--- config.mk ---
export PLATFORM = sky130hd
export DESIGN_NAME = seeded_crc32_report_check
export DESIGN_NICKNAME = d
export VERILOG_FILES = /design/src/hdl/scrc_pkg.sv /design/src/hdl/seeded_crc32_report_check.sv /design/src/hdl/scrc_cell.sv /design/src/hdl/scrc_row.sv
export VERILOG_INCLUDE_DIRS = /design/src /design/src/hdl
export SDC_FILE = /design/constraint.sdc
export NUM_CORES = 1
export LEC_CHECK = 0
export ABC_CLOCK_PERIOD_IN_PS = 4650
export BUFFER_PORTS_ARGS = -buffer_cell sky130_fd_sc_hd__buf_4
export CORE_MARGIN = 1
export CORE_UTILIZATION = 30
export CTS_CLUSTER_DIAMETER = 200
export DETAILED_ROUTE_END_ITERATION = 8
export HOLD_SLACK_MARGIN = 0.08
export PLACE_DENSITY = 0.52
export SLEW_MARGIN = 10
export SYNTH_ARGS = -nofsm -noshare
export SYNTH_HDL_FRONTEND = slang
export SYNTH_SLANG_ARGS = --single-unit
export TNS_END_PERCENT = 5
--- constraint.sdc ---
create_clock -name clock -period 4.65 [get_ports clock]
set_clock_uncertainty 0.2 [all_clocks]
set_input_delay 1.1625 -clock clock [delete_from_list [all_inputs] [get_ports clock]]
set_output_delay 1.1625 -clock clock [all_outputs]
set_load 0.01 [all_outputs]
--- src/hdl/seeded_crc32_report_check_macros.svh ---
// Assertion macros shared by the report checker modules.
`ifndef SEEDED_CRC32_REPORT_CHECK_MACROS_SVH
`define SEEDED_CRC32_REPORT_CHECK_MACROS_SVH

`ifndef SYNTHESIS

// Clocked property, switched off while reset is high.
`define SCRC_ASSERT(lbl, clk, rst, prop) \
   lbl: assert property (@(posedge clk) disable iff (rst) prop) \
      else $error("scrc assertion failed");

// Clocked property that must also hold during reset.
`define SCRC_ASSERT_ALWAYS(lbl, clk, prop) \
   lbl: assert property (@(posedge clk) prop) \
      else $error("scrc assertion failed");

`else

`define SCRC_ASSERT(lbl, clk, rst, prop)
`define SCRC_ASSERT_ALWAYS(lbl, clk, prop)

`endif

`endif

--- src/hdl/scrc_pkg.sv ---
`default_nettype none
package scrc_pkg;

   localparam int CRC_W  = 32;
   localparam int BYTE_W = 8;

   localparam logic [CRC_W-1:0]  CRC_POLY   = 32'hEDB8_8320;
   localparam logic [CRC_W-1:0]  CRC_ONES   = 32'hFFFF_FFFF;
   localparam logic [BYTE_W-1:0] SEED_RESET = 8'd161;

   // One input word.
   typedef struct packed {
      logic [BYTE_W-1:0] data_byte;
      logic              last_byte;
      logic [CRC_W-1:0]  expected_crc;
   } req_payload_type;

   // One result word.
   typedef struct packed {
      logic [CRC_W-1:0] crc_value;
      logic             crc_match;
   } rsp_payload_type;

   // Control shared by every cell of the row.
   typedef struct packed {
      logic step;     // a word is accepted this cycle
      logic restart;  // that word closes the report
      logic start;    // the report opens with this word
   } cell_ctrl_type;

   // Reflected CRC-32 update over one byte, one bit per step.
   function automatic logic [CRC_W-1:0] crc_fold_byte(input logic [CRC_W-1:0]  crc,
                                                       input logic [BYTE_W-1:0] b);
      logic [CRC_W-1:0] c;
      c = crc ^ {{(CRC_W-BYTE_W){1'b0}}, b};
      for (int k = 0; k < BYTE_W; k++) begin
         c = c[0] ? ((c >> 1) ^ CRC_POLY) : (c >> 1);
      end
      return c;
   endfunction

   // Byte table entry: the CRC contribution of the low byte after eight shifts.
   function automatic logic [CRC_W-1:0] crc_table_entry(input logic [BYTE_W-1:0] idx);
      return crc_fold_byte({CRC_W{1'b0}}, idx);
   endfunction

   // Report start value for the reset seed.
   localparam logic [CRC_W-1:0] SEEDED_RESET = crc_fold_byte(CRC_ONES, SEED_RESET);

endpackage
`default_nettype wire

--- src/hdl/seeded_crc32_report_check.sv ---
// Seeded CRC-32 report checker (reflected IEEE 802.3 CRC).
// req channel: one report byte per word with a last flag and the expected
// CRC, which is only looked at on the last word. A report has at least one word.
// rsp channel: one word per report, the complemented CRC over the seed byte
// and the report bytes, with a flag that is set when it equals the expected CRC.
// csr channel: writes the seed byte; always ready. Write it only while no
// report is in progress and no result is pending.
// Throughput: one word per cycle while req_ready is high; a 32-cell row updates
// the CRC a byte at a time, so consecutive words need no gap.
// Result: the result is registered and valid in the cycle after its last word is accepted.
// Stalls: the result sits in an output register; req_ready drops only while
// that register is full and rsp_ready is low, and it stays open otherwise.
// Reset: the seed returns to 161, the running CRC to all ones, the next word
// opens a report, and no result is pending.
`default_nettype none
module seeded_crc32_report_check (
   input  wire logic                          clock,
   input  wire logic                          reset,
   input  wire logic                          req_valid,
   output logic                               req_ready,
   input  wire scrc_pkg::req_payload_type     req_data,
   output logic                               rsp_valid,
   input  wire logic                          rsp_ready,
   output scrc_pkg::rsp_payload_type          rsp_data,
   input  wire logic                          csr_valid,
   output logic                               csr_ready,
   input  wire logic [scrc_pkg::BYTE_W-1:0]   csr_wdata
);
   import scrc_pkg::*;

   `include "seeded_crc32_report_check_macros.svh"

   logic             csr_write;
   logic [CRC_W-1:0] seeded_ff;
   logic [CRC_W-1:0] seeded_in;
   logic             req_acc;
   logic             close_acc;
   logic [CRC_W-1:0] crc_next;
   logic [CRC_W-1:0] crc_final;
   logic             rsp_valid_ff;
   logic             rsp_valid_in;
   rsp_payload_type  rsp_data_ff;
   rsp_payload_type  rsp_data_in;

   // Configuration: keep the seed already folded into the all-ones start value.
   assign csr_ready = 1'b1;
   assign csr_write = csr_valid && csr_ready;
   assign seeded_in = csr_write ? crc_fold_byte(CRC_ONES, csr_wdata) : seeded_ff;

   always_ff @(posedge clock) begin
      if (reset) begin
         seeded_ff <= SEEDED_RESET;
      end else begin
         seeded_ff <= seeded_in;
      end
   end

   // Input handshake: blocked only by a full, stalled output register.
   assign req_ready = !rsp_valid_ff || rsp_ready;
   assign req_acc   = req_valid && req_ready;
   assign close_acc = req_acc && req_data.last_byte;

   scrc_row u_row (
      .clock     (clock),
      .reset     (reset),
      .step      (req_acc),
      .last      (req_data.last_byte),
      .data_byte (req_data.data_byte),
      .seeded    (seeded_ff),
      .crc_next  (crc_next)
   );

   // Result word for a closing byte.
   assign crc_final             = ~crc_next;
   assign rsp_data_in.crc_value = crc_final;
   assign rsp_data_in.crc_match = (crc_final == req_data.expected_crc);

   always_comb begin
      rsp_valid_in = rsp_valid_ff;
      if (close_acc) begin
         rsp_valid_in = 1'b1;
      end else if (rsp_ready) begin
         rsp_valid_in = 1'b0;
      end
   end

   always_ff @(posedge clock) begin
      if (reset) begin
         rsp_valid_ff <= 1'b0;
      end else begin
         rsp_valid_ff <= rsp_valid_in;
      end
   end

   always_ff @(posedge clock) begin
      if (close_acc) begin
         rsp_data_ff <= rsp_data_in;
      end
   end

   assign rsp_valid = rsp_valid_ff;
   assign rsp_data  = rsp_data_ff;

   `SCRC_ASSERT(a_close_gives_result, clock, reset, close_acc |=> rsp_valid)
   `SCRC_ASSERT(a_open_when_empty, clock, reset, !rsp_valid_ff |-> req_ready)
   `SCRC_ASSERT(a_match_flag, clock, reset,
      close_acc |=> (rsp_data.crc_match == (rsp_data.crc_value == $past(req_data.expected_crc))))

endmodule
`default_nettype wire

--- src/hdl/scrc_cell.sv ---
`default_nettype none
module scrc_cell (
   input  wire logic                 clock,
   input  wire logic                 reset,
   input  wire scrc_pkg::cell_ctrl_type ctrl,
   input  wire logic                 seed_bit,
   input  wire logic                 upper_bit,
   input  wire logic                 tab_bit,
   output logic                      cur_bit,
   output logic                      next_bit
);
   import scrc_pkg::*;

   logic run_ff;
   logic run_in;

   // At the first word of a report the bit comes from the seeded start value.
   assign cur_bit  = ctrl.start ? seed_bit : run_ff;

   // Byte update: the bit eight places up moves here, plus the table term.
   assign next_bit = upper_bit ^ tab_bit;

   // A closing word rearms the bit to one.
   always_comb begin
      run_in = run_ff;
      if (ctrl.step) begin
         run_in = ctrl.restart ? 1'b1 : next_bit;
      end
   end

   always_ff @(posedge clock) begin
      if (reset) begin
         run_ff <= 1'b1;
      end else begin
         run_ff <= run_in;
      end
   end

endmodule
`default_nettype wire

--- src/hdl/scrc_row.sv ---
`default_nettype none
module scrc_row (
   input  wire logic                          clock,
   input  wire logic                          reset,
   input  wire logic                          step,
   input  wire logic                          last,
   input  wire logic [scrc_pkg::BYTE_W-1:0]   data_byte,
   input  wire logic [scrc_pkg::CRC_W-1:0]    seeded,
   output logic      [scrc_pkg::CRC_W-1:0]    crc_next
);
   import scrc_pkg::*;

   `include "seeded_crc32_report_check_macros.svh"

   logic             start_ff;
   logic             start_in;
   cell_ctrl_type    ctrl;
   logic [CRC_W-1:0] cur;
   logic [CRC_W-1:0] tab;

   // The start flag is set by a closing word and cleared by any other word.
   assign start_in = step ? last : start_ff;

   always_ff @(posedge clock) begin
      if (reset) begin
         start_ff <= 1'b1;
      end else begin
         start_ff <= start_in;
      end
   end

   assign ctrl.step    = step;
   assign ctrl.restart = last;
   assign ctrl.start   = start_ff;

   // Table term indexed by the low byte of the current CRC and the data.
   assign tab = crc_table_entry(cur[BYTE_W-1:0] ^ data_byte);

   // One cell per CRC bit; each below the top byte takes the bit eight places up.
   for (genvar i = 0; i < CRC_W; i++) begin : g_cell
      logic upper;
      if (i < CRC_W - BYTE_W) begin : g_mid
         assign upper = cur[i+BYTE_W];
      end else begin : g_top
         assign upper = 1'b0;
      end
      scrc_cell u_cell (
         .clock     (clock),
         .reset     (reset),
         .ctrl      (ctrl),
         .seed_bit  (seeded[i]),
         .upper_bit (upper),
         .tab_bit   (tab[i]),
         .cur_bit   (cur[i]),
         .next_bit  (crc_next[i])
      );
   end

   `SCRC_ASSERT_ALWAYS(a_reset_opens, clock, reset |=> start_ff)
   `SCRC_ASSERT(a_rearm, clock, reset, step && last |=> start_ff)
   `SCRC_ASSERT(a_mid_report, clock, reset, step && !last |=> !start_ff)

endmodule
`default_nettype wire
Yosys cells after proc, flatten, opt, wreduce, memory -nomap -nowiden:

Index checks and enable logic that the tools add are counted.

* output and inout bits: 36
* bits of input ports: 54
* bits in registers: 99
* logic and storage cells: 168

* equality and inequality tests: 1
* reductions and logical operators: 5
* mux-type cells: 82
* bitwise logic cells: 43

Operators by type and width (number)
* two-way mux 32 bit: 16
* NOT 13 -> 14 bit: 15
* two-way mux 1 bit: 66
* equality test 32 bit: 1
* NOT 32 bit: 1
* NOT 8 -> 32 bit: 1
* XOR 1 bit: 24
* NOT 1 -> 14 bit: 1
* XOR 8 bit: 1
* logical AND 1 bit: 2
* nonzero test 2 bit: 1
* logical NOT 1 bit: 1
* logical OR 1 bit: 1

Longest topological paths before layout:

Gate-level depths: netlist of the first run.

* depth after elaboration: 21
* gate-level depth with buffers: 10

Modules after synthesis:

Synthesis of the first run repeated with hierarchy kept, for this count alone.

* cell total of the unflattened synthesis: 476
* area total of the unflattened synthesis: 5584.1 sq um

Modules (own cells, without submodules)
* seeded_crc32_report_check: seq. area each 1611.5 sq um, area an instance 3000.4 sq um, cells each 263, times used 1
* scrc_cell: seq. area each 20.0 sq um, area an instance 58.8 sq um, cells each 5, times used 32
* scrc_row: seq. area each 20.0 sq um, area an instance 701.9 sq um, cells each 53, times used 1

Worst setup path before layout of the first run:

OpenSTA, ideal clock, no wires.

* kind: input to register
* start point: input req_data[33] in the netlist's numbering
* end point: register rsp_data_ff, in the netlist rsp_data[0] (data pin)
* cell stages on the path: 8
* buffers on the path: 1
* required time: 4.274 ns
* arrival time: 2.928 ns
* path slack: 1.346 ns
* cell sequence: xnor2_1 -> buf_4 -> xnor3_1 -> xor2_1 -> xor2_1 -> nor4_1 -> nand4b_1 -> nor4_1

RTL lines
* from (decl): line seeded_crc32_report_check.sv:21 `input wire scrc_pkg::req_payload_type req_data,`
* to (signal assigned): line seeded_crc32_report_check.sv:97 `rsp_data_ff <= rsp_data_in;`
* to (decl): line seeded_crc32_report_check.sv:42 `rsp_payload_type rsp_data_ff;`

==> results of run 1 <==
==> area by class of cell <==
type	count	area (µm²)
clock buffers	10	229.0
clock inverters	6	68.82
fillers	1714	10840
inverters	2	7.507
multi-input cells	357	2947
flip-flops and latches	97	2273
well taps	225	281.5
repair buffers	95	713.2
==> cell families (layout without fill, tap and decap cells) <==
family	count (synthesis)	after routing	synth area share, %
xor gates and xnor gates	160	160	31.73
AOI/OAI and AO/OA	58	58	7.775
DFF	97	97	42.40
buffers and inverters	34	113	2.708
and+or+nand+nor	98	98	7.845
other	1	1	0.06998
muxes	40	40	7.471
==> per-layer routing <==
| layer | routed length, µm | vias up | track usage [%] |
|---|---|---|---|
| met3 | 679 | 10 | 3.779 |
| met4 | 112 | 0 | 3.558 |
| met5 | 0 | - | 0 |
| met1 | 6698 | 1718 | 21.33 |
| li1 | - | 1812 | - |
| met2 | 6213 | 91 | 24.40 |
==> worst reg2reg max path: cells and delay by family, from the launching register on <==
| kind | cells | cell delay (ns) |
|---|---|---|
| xor gates and xnor gates | 4 | 1.22 |
| and+or+nand+nor | 3 | 1.16 |
| DFF | 1 | 0.51 |
| muxes | 1 | 0.30 |
| buffers and inverters | 1 | 0.26 |
==> worst max path at each step <==
stage | startpoint | end | slack (ns) | cells past startpoint
final | req_data[39] | rsp_data[0]$_DFFE_PP_ | 0.79 | 8
after global routing | u_row.start_ff$_SDFFE_PP1P_ | rsp_data[0]$_DFFE_PP_ | 0.44 | 9
after CTS | req_data[39] | rsp_data[0]$_DFFE_PP_ | 0.74 | 8
after detailed placement | req_data[39] | rsp_data[0]$_DFFE_PP_ | 0.41 | 8
after global placement | req_data[39] | rsp_data[0]$_DFFE_PP_ | 0.45 | 8
after floorplan | req_data[33] | rsp_data[0]$_DFFE_PP_ | 1.35 | 8
==> where the power goes <==
group	internal [mW]	total, mW	switching, mW
Sequential	1.08	1.16	0.0868
Clock	0.419	0.746	0.327
Combinational	0.650	1.41	0.760
Total	2.15	3.32	1.17
==> cells in the final DEF, fill, tap and decap left out, types with 3 or more instances in the layout <==
master | Yosys | routed
a211o_1 | 7 | 7
nor2_1 | 39 | 38
a21oi_1 | 5 | 5
buf_4 | 2 | 95
xnor2_1 | 93 | 93
clkinv_4 | 0 | 3
nor4_1 | 4 | 4
o21ai_0 | 6 | 6
o211ai_1 | 32 | 32
xor2_2 | 4 | 4
dfxtp_1 | 64 | 63
clkbuf_16 | 0 | 9
mux2i_1 | 40 | 40
a211oi_1 | 5 | 5
nand4_1 | 3 | 3
edfxtp_1 | 33 | 33
xor2_1 | 44 | 44
nand2_1 | 40 | 39
xnor3_1 | 13 | 13
==> registers in the layout, summed over array words and instances (netlist names) <==
name                        flops
rsp_data                       33
rsp_valid                       1
seeded_ff                      30
u_row.g_cell.u_cell.run_ff     32
u_row.start_ff                  1
==> through the flow <==
stage	power, mW	cell area, µm²	setup WS, ns	hold WS, ns	instances
detailed placement	2.601	6222	0.4081	0.2674	776
global route	3.501	6520	0.4380	0.3093	792
global placement	2.597	6222	0.4546	0.2535	776
floorplan	2.145	5359	1.346	0.2389	488
finish	3.320	6520	0.7909	0.2805	792
CTS	3.367	6520	0.7409	0.2848	792
==> results by stage, run 1 <==
Synth:
- Ranked by total cell area, the synthesized netlist is headed by dfxtp_1 (24%), edfxtp_1 (18%), xnor2_1 (15%).
- The number of enable flip-flop cells after synthesis is 33.
- The average size of a mapped cell is 10.98 µm².
- The number of different library cells in the post-synthesis netlist is 36.
- The fraction of synthesis flops using an asynchronous set or reset pin is 0%.
- The net count after synthesis is about 540.
- The synthesized design spends more area on one cell type than any other, namely dfxtp_1.
- The mapped netlist covers 0.005359 mm².
- The share of Yosys cell area claimed by the top area cell type is between 20% and 30%.
- The cell with the most instances after synthesis is xnor2_1.
- The total number of yosys warnings is 0.
- The share of the Yosys chip area taken by registers is between 40% and 50%.
- The leading register cell type out of synthesis is dfxtp_1.
- The commonest cells after synthesis are xnor2_1 (93), dfxtp_1 (64), xor2_1 (44), mux2i_1 (40), nand2_1 (40).
- The number of standard cells after synthesis is ~490.
- Counting flops and latches in the post-synthesis netlist gives 97.

Timing:
- The number of max-slew violations in the final report was 0.
- The shortest period the worst path allows is 3.859 ns.
- The final count of negative-setup-slack endpoints is 0.
- The number of hold-slack violations in the final timing report is 0.
- The slew at the pin closest to its max-slew limit is 1.154 ns.
- In the finished design, the share of the clock period the worst path needs comes to 82.99%.
- The fmax is between 200 and 300 MHz.
- Setup repair after global routing left no endpoint under its margin.
- Setup total negative slack on the finished layout was measured at 0 ns.
- The tightest slew margin relative to the limit is between 20% and 30%.

Worst setup path:
- The cell type of the slowest stage on the worst timing path is nor4_1.
- The critical path is of the input port to flip-flop type.
- The capturing element type of the critical path is a flip-flop.
- The number of cells on the worst reg-to-reg path is 9.
- The startpoint identified for the worst register-to-register timing path is u_row.start_ff$_SDFFE_PP1P_.
- The type of element launching the critical path is an input port.
- The capturing point of the worst reg2reg path is rsp_data[0]$_DFFE_PP_.
- For the worst setup path, the data required time is 4.63 ns.
- The maximum single-stage delay on the critical path is 0.63 ns.
- Setup slack on the worst reg-to-reg path comes out at 0.82 ns.
- The signal on the critical path passes through buf_4 > xnor2_1 > xnor2_1 > xnor2_1 > xor2_1 > nor4_1 > nand4_1 > nor4_1.
- The worst endpoint data arrival time is 3.84 ns.
- The dominant delay contributor by cell family on the critical path is XOR/XNOR gates.
- Along the worst path, the maximum fanout reaches 5.
- The number of buffers and inverters on the critical path is 1.
- The most numerous cell type found on the critical path is xnor2_1.

Clock network:
- The buffer levels on the longest clock path is 2.
- After clock tree synthesis, the setup repair step added 0 buffers.
- The number of buffers inserted for hold repair after clock tree synthesis is 0.
- The H-tree generated during clock tree synthesis spans 3 levels.
- The clock latency on the worst-skew pair is 0.35 ns.
- The cell sitting at the root of the clock tree is a clkbuf_16.
- The total clock buffers created by CTS is 9.
- TritonCTS built the clock tree.
- The tree built by TritonCTS fans out to 97 sinks.
- In this run, post-CTS repair resized a total of 0 instances.
- The post-CTS clock slew at the launch and capture registers of the worst setup and hold paths is 0.07 ns.

Floorplan:
- The width of the chip is 135.7 µm.
- The number of top-level pins is 90.
- The die covers 0.01840 mm².
- Measured along the y axis, the die boundary spans 135.7 µm.
- The initialized floorplan defines 48 standard-cell rows.
- After floorplanning, the core was sized to cover 0.01736 mm².
- The initial core utilization is 30.88%.

Cells and area:
- The total inserted antenna cells is 0.
- The net count of the finished layout is 616.
- The fraction of final layout cells with drive strength greater than 1 is between 20% and 30%.
- The final core utilization is 37.56%.
- Compared with the post-synthesis result, the final layout area differs by 21.67%.

Placement:
- The quantity of I/O buffers inserted on ports is 88.
- The estimated wirelength of the detail-placed design is roughly 11 mm.
- The congestion estimate from routability-driven global placement came to 0.8159.

Global routing:
- The overall fraction of global-route tracks in use is 15.53%.
- Summed over all layers, the global routing overflow is 0.
- The number of global-route vias before repair is 3566.
- Entering global routing, the biggest net connects 66 pins.
- The initial antenna violation count is 0.
- The first global-routing pass estimated 20.89 mm of wire.

Power and ir drop:
- The worst vdd rail ir drop is ~0.21 mV.
- In this run the power density over the cells is 509.2 mW/mm².
- The analysis attributes to cell leakage a power of 2.736 nW.

Run:
- Across the run, the number of max-cap violations was 0.

Route:
- The total detailed-routing wirelength is around 14 mm.
- The routed wirelength normalized by instance count is 17.30 µm.
- For this run, the detailed router's first-pass iteration total came to 4.
- The post-route DRC violation count is 0.
- The final route contains 3631 vias.
- The average via count per standard cell is about 4.6.
- The detail route stage leaves a number of antenna-violating nets equal to 0.
- The first-iteration detailed-routing DRC count is 180.

Status:
- The flow ran to the end, and the final reports show no timing, DRC or antenna violations.

Hold path:
- Along the worst hold path, the cell count comes to 2.
- The worst-case hold path end point is u_row.g_cell[14].u_cell.run_ff$_SDFFE_PP1P_.
- The worst min-delay path class is flip-flop to flip-flop.
- In this run the most critical hold path is launched from u_row.g_cell[14].u_cell.run_ff$_SDFFE_PP1P_.
No activity file was read; power rests on OpenSTA's default activity.
==> run 2: changes to the inputs <==
--- a/config.mk
+++ b/config.mk
@@ -6,14 +6,15 @@
 export SDC_FILE = /design/constraint.sdc
 export NUM_CORES = 1
 export LEC_CHECK = 0
-export ABC_CLOCK_PERIOD_IN_PS = 4650
+export ABC_AREA = 1
+export ABC_CLOCK_PERIOD_IN_PS = 4000
 export BUFFER_PORTS_ARGS = -buffer_cell sky130_fd_sc_hd__buf_4
 export CORE_MARGIN = 1
 export CORE_UTILIZATION = 30
 export CTS_CLUSTER_DIAMETER = 200
 export DETAILED_ROUTE_END_ITERATION = 8
 export HOLD_SLACK_MARGIN = 0.08
-export PLACE_DENSITY = 0.52
+export PLACE_DENSITY = 0.51
 export SLEW_MARGIN = 10
 export SYNTH_ARGS = -nofsm -noshare
 export SYNTH_HDL_FRONTEND = slang
==> constraint.sdc (replaced) <==
create_clock -name clock -period 4 [get_ports clock]
set_clock_uncertainty 0.2 [all_clocks]
set_input_delay 1 -clock clock [delete_from_list [all_inputs] [get_ports clock]]
set_output_delay 1 -clock clock [all_outputs]
set_load 0.01 [all_outputs]
==> results by stage, run 2 <==
Clock network:
- The number of resized instances in the post-cts repair step is 0.
- The CTS tree is yes.
- The clock drives 97 sinks.
- The number of buffers inserted for hold repair after clock tree synthesis is 0.
- The tree is rooted in a clkbuf_16.
- The number of levels the H-tree was split into is 3.
- The total clock buffers created by CTS is 9.
- The buffer levels on the longest clock path is 2.
- The clock latency on the worst-skew pair is 0.36 ns.
- After clock tree synthesis, the clock-pin slew on the worst setup and hold paths is 0.07 ns.
- Once the clock tree was built, the setup fixing pass inserted 0 buffers.

Worst setup path:
- The maximum fanout count along the critical path is 32.
- The slowest stage of the critical path belongs to the cell dfxtp_1.
- The slack of the worst reg-to-reg path is 1.10 ns.
- The largest single stage delay on the critical path is 0.33 ns.
- The category of the most critical setup path is flip-flop to flip-flop.
- The most used cell along the critical path is nand2_1.
- Together, buffers and inverters on the worst path number 2.
- The signal on the critical path passes through buf_4 > inv_4 > nand2_1 > nand3_1 > nand2_1 > nand2_1 > nand2_2 > nand2_1 > nand3_1 > nand2_1 > nor2_1 > nand2_1 > nor2_1 > nand2_1 > nor2_1 > nand2_1 > nor2_1.
- STA classifies the critical path startpoint as a flip-flop.
- The capturing point of the worst reg2reg path is rsp_data[0]$_DFFE_PP_.
- Data on the critical path is required at its endpoint by 4.02 ns.
- The worst setup path is captured at a flip-flop.
- Data on the critical path arrives at its endpoint at 2.92 ns.
- The source of the worst register-to-register timing path is u_row.start_ff$_SDFFE_PP1P_.
- On the critical path the largest part of the delay comes from simple AND/OR/NAND/NOR gates.
- Measured in cells, the most critical reg-to-reg path has a length of 17.

Global routing:
- Entering global routing, the biggest net connects 66 pins.
- The leftover overflow at the end of global routing is 0.
- The number of global-route vias before repair came to between 5000 and 6000.
- The overall fraction of global-route tracks in use is 17.94%.
- The initial antenna violation count came to 0.
- The first global-routing pass estimated 29.19 mm of wire.

Route:
- The first-iteration detailed-routing DRC count is 342.
- The via total after detailed routing is just under 6000.
- Wires add up to 18.48 mm.
- Dividing the detail-routed wire length by the instance count gives 14.37 µm.
- The average via count per standard cell is 4.554.
- Before antenna repair, the detailed router went through 7 iterations.
- The number of nets still failing antenna checks after routing is 0.
- After detailed routing, the number of remaining DRC violations is 0.

Cells and area:
- The net count of the finished layout is 1065.
- In the layout the commonest cells are nand2_1 (358), inv_1 (100), buf_4 (92).
- The fraction of final layout cells with drive strength greater than 1 is 16.83%.
- Registers take 0.002272 mm².
- The relative area change from synthesis to final layout is 18.51%.
- The final core utilization is 36.14%.
- The area of combinational cells with multiple inputs is 0.003311 mm².
- The register with the most flip-flops in the layout has 33 of them.
- The leading cell type in the layout, fill and taps excluded is nand2_1.
- The filler cells instantiated in the layout total 2204.
- The total inserted antenna cells is 0.

Timing:
- Dividing the final minimum period by the clock period gives 72.56%.
- The clock period could shrink to 2.902 ns.
- Derived from the worst setup path, the maximum achievable clock frequency is 344.6 MHz.
- For the pin with the worst max-slew slack, the measured transition is 0.9866 ns.
- The final count of negative-setup-slack endpoints is 0.
- The number of hold-slack violations in the final timing report was 0.
- The number of max-slew violations in the final report is 0.
- Setup repair after global routing left no endpoint under its margin.
- The worst setup margin is roughly 1.1 ns.
- The final total negative setup slack is 0 ns.
- Headroom to the max-slew limit came out at 33.98%.

Synth:
- The synthesized netlist contains 31 unique library cells.
- The mapped netlist covers 0.006150 mm².
- The library cell occupying the most area in the post-synthesis netlist is nand2_1.
- After synthesis, the most frequently instantiated cells are nand2_1 (359), inv_1 (100), nand3_1 (89), o21ai_0 (65), dfxtp_1 (64).
- The share of Yosys cell area claimed by the top area cell type is 21.91%.
- The cell with the most instances after synthesis is nand2_1.
- Ranked by total cell area, the synthesized netlist is headed by nand2_1 (22%), dfxtp_1 (21%), edfxtp_1 (16%).
- The leading register cell type out of synthesis is dfxtp_1.
- In the synthesized netlist the async set-or-reset flop fraction comes to 0%.
- The number of nets in the synthesized netlist is 995.
- The cell count after synthesis came out at ~940.
- The total number of yosys warnings is 0.
- The synthesis-stage register bit count is slightly below 100.
- The number of enable flip-flop cells after synthesis is 33.
- The sequential area share after synthesis is between 30 and 40%.
- The average size of a mapped cell is 6.535 µm².

Floorplan:
- After floorplanning, the core was sized to cover a little over 0.02 mm².
- In this run the vertical extent of the chip is 145.2 µm.
- The initial core utilization is 30.49%.
- The floorplan die area is ~0.021 mm².
- For this design the top-level I/O count stands at 90.
- In this run the core area contains 52 standard-cell rows.
- From left edge to right edge, the die measures 145.2 µm.

Status:
- The flow ran to the end, and the final reports show no timing, DRC or antenna violations.

Placement:
- During placement, the flow inserted port buffers numbering 88.
- The pre-CTS worst setup slack is 0.6865 ns.
- After legalization and detailed placement, the total HPWL measured 14.65 mm.
- The placer congestion estimate is about 0.85.

Power and ir drop:
- VDD sags by at most 0.2020 mV.
- The leakage power summed over all cells is about 3.7 nW.
- Overall power consumption after layout is estimated at 3.128 mW.
- Power spread over the standard cell area amounts to 429.2 mW/mm².

Hold path:
- The worst min-delay path startpoint is seeded_ff[11]$_SDFFE_PP0P_.
- The worst hold path stage count is 2.
- The worst-case hold path end point is seeded_ff[11]$_SDFFE_PP0P_.
- The tightest min-delay check is of the flip-flop to flip-flop type.

Run:
- The number of violations of the max-capacitance limit is 0.
run 2: worst max-delay path by stage:
stage,startpoint,endpoint,slack [ns],cells after the start
after global routing,u_row.start_ff$_SDFFE_PP1P_,rsp_data[0]$_DFFE_PP_,0.74,18
final,u_row.start_ff$_SDFFE_PP1P_,rsp_data[0]$_DFFE_PP_,1.10,17
after global placement,req_data[34],rsp_data[0]$_DFFE_PP_,0.70,16
after CTS,u_row.start_ff$_SDFFE_PP1P_,rsp_data[0]$_DFFE_PP_,1.01,17
after detailed placement,req_data[34],rsp_data[0]$_DFFE_PP_,0.69,16
after floorplan,rsp_ready,rsp_data[0]$_DFFE_PP_,0.52,5
run 2: area by class of cell:
class | count | share of cell area (%)
multi-input combinational | 705 | 45.42
tap | 270 | 4.635
clock inverter | 7 | 0.7039
clock buffer | 9 | 3.090
inverter | 106 | 5.494
timing repair buffer | 92 | 9.476
sequential | 97 | 31.18
run 2: logic make-up (layout without fill, tap and decap cells):
| kind of cell | after synthesis | count (layout) | synth area share, % |
|---|---|---|---|
| buf+inv | 139 | 214 | 9.562 |
| xor+xnor | 32 | 32 | 4.557 |
| mux | 1 | 1 | 0.1628 |
| other cells | 1 | 1 | 0.06098 |
| simple gates | 539 | 539 | 37.70 |
| compound gates | 132 | 132 | 11.01 |
| flops | 97 | 97 | 36.95 |
run 2: worst min-delay path, cell delays in order (launching register included):
cell and delay [ns]:
dfxtp_1 0.30, inv_1 0.07, a21oi_1 0.06
run 2: per-layer routing:
layer  GRT usage, %  up-vias  part of all wire, %
met5              0        -                    0
met4          6.474        0                  1.8
met3          2.075       17                  4.2
met2          27.40      140                   43
met1          25.87     2581                   51
li1               -     3119                    -
run 2: where the power goes:
part	switching, mW	internal (mW)	total (mW)
logic	0.734	0.365	1.10
registers	0.0520	1.14	1.19
clock network	0.405	0.429	0.835
run 2: metrics by stage:
stage | instances | instance area, µm² | hold WS [ns]
6_report | 1286 | 7288 | 0.2705
3_5_place_dp | 1270 | 7012 | 0.2559
5_1_grt | 1286 | 7288 | 0.3037
2_1_floorplan | 941 | 6150 | 0.2292
3_3_place_gp | 1270 | 7012 | 0.2524
4_1_cts | 1286 | 7288 | 0.2728
==> run 3: changes to the inputs <==
--- a/config.mk
+++ b/config.mk
@@ -6,15 +6,15 @@
 export SDC_FILE = /design/constraint.sdc
 export NUM_CORES = 1
 export LEC_CHECK = 0
-export ABC_AREA = 1
-export ABC_CLOCK_PERIOD_IN_PS = 4000
+export ABC_AREA = 0
+export ABC_CLOCK_PERIOD_IN_PS = 2600
 export BUFFER_PORTS_ARGS = -buffer_cell sky130_fd_sc_hd__buf_4
 export CORE_MARGIN = 1
 export CORE_UTILIZATION = 30
 export CTS_CLUSTER_DIAMETER = 200
 export DETAILED_ROUTE_END_ITERATION = 8
 export HOLD_SLACK_MARGIN = 0.08
-export PLACE_DENSITY = 0.51
+export PLACE_DENSITY = 0.54
 export SLEW_MARGIN = 10
 export SYNTH_ARGS = -nofsm -noshare
 export SYNTH_HDL_FRONTEND = slang
==> constraint.sdc (replaced) <==
create_clock -name clock -period 2.6 [get_ports clock]
set_clock_uncertainty 0.2 [all_clocks]
set_input_delay 0.65 -clock clock [delete_from_list [all_inputs] [get_ports clock]]
set_output_delay 0.65 -clock clock [all_outputs]
set_load 0.01 [all_outputs]
==> results by stage, run 3 (synthesis results as in run 1) <==
Status:
- The flow ran to the end, but the final reports show violations.
- The final reports fail on negative setup slack.

Placement:
- In this run the cell area measured after placement is 0.007010 mm².
- The quantity of I/O buffers inserted on ports is 88.
- The estimated wirelength of the detail-placed design is 11.80 mm.
- The placer congestion estimate is ~0.87.

Clock network:
- The later pin in the worst-skew pair is clocked with a latency of 0.35 ns.
- The total clock buffers created by CTS is 9.
- The H-tree was split into 3 levels.
- The post-CTS clock slew at the launch and capture registers of the worst setup and hold paths is roughly 0.060 ns.
- The CTS tree is yes.
- The tree is rooted in a clkbuf_16.
- The clock net in this run drives a total of 97 sinks.
- The buffer levels on the longest clock path is 2.

Floorplan:
- The floorplan die area is 0.01840 mm².
- The width of the chip is 135.7 µm.
- Pin placement for this block handled 90 I/O pins.
- The initial core utilization is between 30 and 40%.
- The core region is 0.01736 mm².
- In this run the core area contains 48 standard-cell rows.
- The vertical extent of the die is between 100 and 150 µm.

Power and ir drop:
- The sequential cell fraction of total power is 30.0%.
- The clock group share of total power is 18.9%.
- For this design the ratio of total power to cell area is 918.9 mW/mm².
- The fraction of power spent switching nets is 33.92%.
- For this design the total switching power over the nets is 2.338 mW.
- The worst vdd rail ir drop is between 0.4 and 0.5 mV.
- The total power draw is 6.892 mW.
- The leakage power summed over all cells is 3.249 nW.
- The internal power of the cells totals 4.554 mW.
- Per report_power, the combinational group accounts for 51.1% of the total.

Timing:
- After layout, the worst setup slack is -0.2872 ns.
- The tightest slew margin relative to the limit is between 60% and 70%.
- The final count of negative-setup-slack endpoints is 2.
- Setup repair after global routing could not meet its margin everywhere.
- At the pin with the least slew margin, the transition time is 0.5896 ns.
- After layout, the minimum clock period comes to 2.887 ns.
- The fmax is 346.4 MHz.
- The number of max-slew violations in the final report is 0.
- The final critical path takes up 111.0% of the cycle.
- The number of hold-slack violations in the final timing report was 0.

Route:
- After detailed routing, the average wire length per cell comes to 17.02 µm.
- The number of nets still failing antenna checks after routing is 0.
- The first-pass detailed-route iteration total is 4.
- After detailed routing, the number of vias per cell comes to 4.506.
- The post-route DRC violation count is 0.
- The total detailed-routing wirelength is 15.06 mm.
- The routed layout has 3988 vias.
- After the first detailed-routing iteration, the DRC count stood at around 190.

Worst setup path:
- The number of buffers and inverters on the critical path is 2.
- The critical path is of the flip-flop to flip-flop type.
- The maximum single-stage delay on the critical path is slightly below 0.4 ns.
- The type of element launching the critical path is a flip-flop.
- By instance count, the cell type seen most on the critical path is nor4_1.
- STA classifies the critical path endpoint as a flip-flop.
- The cell type of the slowest stage on the worst timing path is xnor3_1.
- At the worst endpoint, the arrival time is 2.86 ns.
- STA puts the critical path data required time at around 2.6 ns.
- The dominant delay contributor by cell family on the critical path is XOR/XNOR gates.
- Traced cell by cell, the critical path runs through buf_4 > mux2i_2 > xor2_2 > buf_12 > xor2_4 > xnor3_1 > xor2_1 > nor4_1 > nand4b_1 > nor4_1.
- In this run the worst path has a maximum fanout of 7.

Global routing:
- The first global-routing pass estimated approximately 23 mm of wire.
- The number of global-route vias before repair came to between 3000 and 4000.
- The initial antenna violation count is 0.
- The overall fraction of global-route tracks in use is 17.14%.
- The maximum number of pins on one net before global-route repair is between 60 and 70.
- The leftover overflow at the end of global routing is 0.

Run:
- The tool flagged a number of max-cap violations equal to 0.

Cells and area:
- Cells fill 43.22% of the core in the end.
- The total inserted antenna cells is 0.
- Leaving out fill and tap cells, the most frequent cells in the layout are buf_4 (180), xnor2_1 (86), dfxtp_1 (63).
- The register with the most flip-flops in the layout has 33 of them.
- The leading cell type in the layout, fill and taps excluded is buf_4.
- Of the cells placed in the final design, the portion with a size suffix greater than 1 is 35.61%.
- The final-stage net count is around 710.
- The finished cells cover 0.007501 mm².
- From synthesis to final layout, the design area changed by 39.97%.

Hold path:
- The min-delay analysis places its worst path in the category flip-flop to flip-flop.
## run 3: changes by cell type in the layout (fill, tap and decap cells not counted), sizes merged, moves of 61 or more
| cell | previous run | this run |
|---|---|---|
| nand2 | 403 | 40 |
| inv | 110 | 5 |
| buf | 92 | 188 |
| nand3 | 90 | 2 |
| xnor2 | 12 | 97 |
| o21ai | 67 | 6 |
## run 3: layout make-up
| type | instances | area [µm²] |
|---|---|---|
| flip-flops and latches | 97 | 2273 |
| repair buffers | 188 | 1503 |
| fillers | 1614 | 9856 |
| multi-input cells | 357 | 3146 |
| inverters | 2 | 7.507 |
| clock inverters | 3 | 18.77 |
| clock buffers | 13 | 271.5 |
| well taps | 225 | 281.5 |
## run 3: worst reg2reg max path: stages, from the launching register on
cell and delay, ns:
dfxtp_2 0.36, buf_4 0.19, mux2i_2 0.27, xor2_2 0.20, buf_12 0.15, xor2_4 0.19
xnor3_1 0.40, xor2_1 0.19, nor4_1 0.27, nand4b_1 0.13, nor4_1 0.16
## run 3: routing by layer
layer / wire length (µm) / global-route usage, % / vias to the layer above
li1: - / - / 1995
met1: 7074 / 23.80 / 1890
met2: 7028 / 27.15 / 96
met3: 800 / 3.255 / 7
met4: 159 / 4.307 / 0
met5: 0 / 0 / -
## run 3: stage by stage
step | hold slack [ns] | setup TNS, ns | instances | worst slack (ns)
floorplan | 0.2389 | -0.1098 | 488 | -0.1076
global placement | 0.2553 | -0.7882 | 860 | -0.4260
detailed placement | 0.2634 | -0.7618 | 860 | -0.4269
CTS | 0.2776 | -0.2833 | 883 | -0.2601
global route | 0.3094 | -0.7437 | 885 | -0.4477
finish | 0.2736 | -0.3273 | 885 | -0.2872
## run 3: path summary, 6_finish.rpt
| check | from | endpoint | slack (ns) | depth (start not counted) |
|---|---|---|---|---|
| max | u_row.start_ff$_SDFFE_PP1P_ | rsp_data[0]$_DFFE_PP_ | -0.29 | 10 |
| min | u_row.g_cell[0].u_cell.run_ff$_SDFFE_PP1P_ | u_row.g_cell[0].u_cell.run_ff$_SDFFE_PP1P_ | 0.27 | 2 |
| max reg2reg | u_row.start_ff$_SDFFE_PP1P_ | rsp_data[0]$_DFFE_PP_ | -0.29 | 10 |
| min reg2reg | u_row.g_cell[0].u_cell.run_ff$_SDFFE_PP1P_ | u_row.g_cell[0].u_cell.run_ff$_SDFFE_PP1P_ | 0.27 | 2 |
## run 3: what timing repair did
item,4_1_cts,5_1_grt
resized for setup,14,3
hold buffers,0,0
buffers inserted,7,2
pin swaps,7,1
setup endpoints to repair,4,6
cloned,0,0
## run 3: power by group through the flow
stage	clock [mW]	sequential [mW]	combinational, mW
finish	1.30	2.07	3.52
global route	1.40	2.09	3.77
CTS	1.33	2.07	3.49
detailed placement	0	2.10	3.36
global placement	0	2.09	3.34
floorplan	0	2.12	1.77
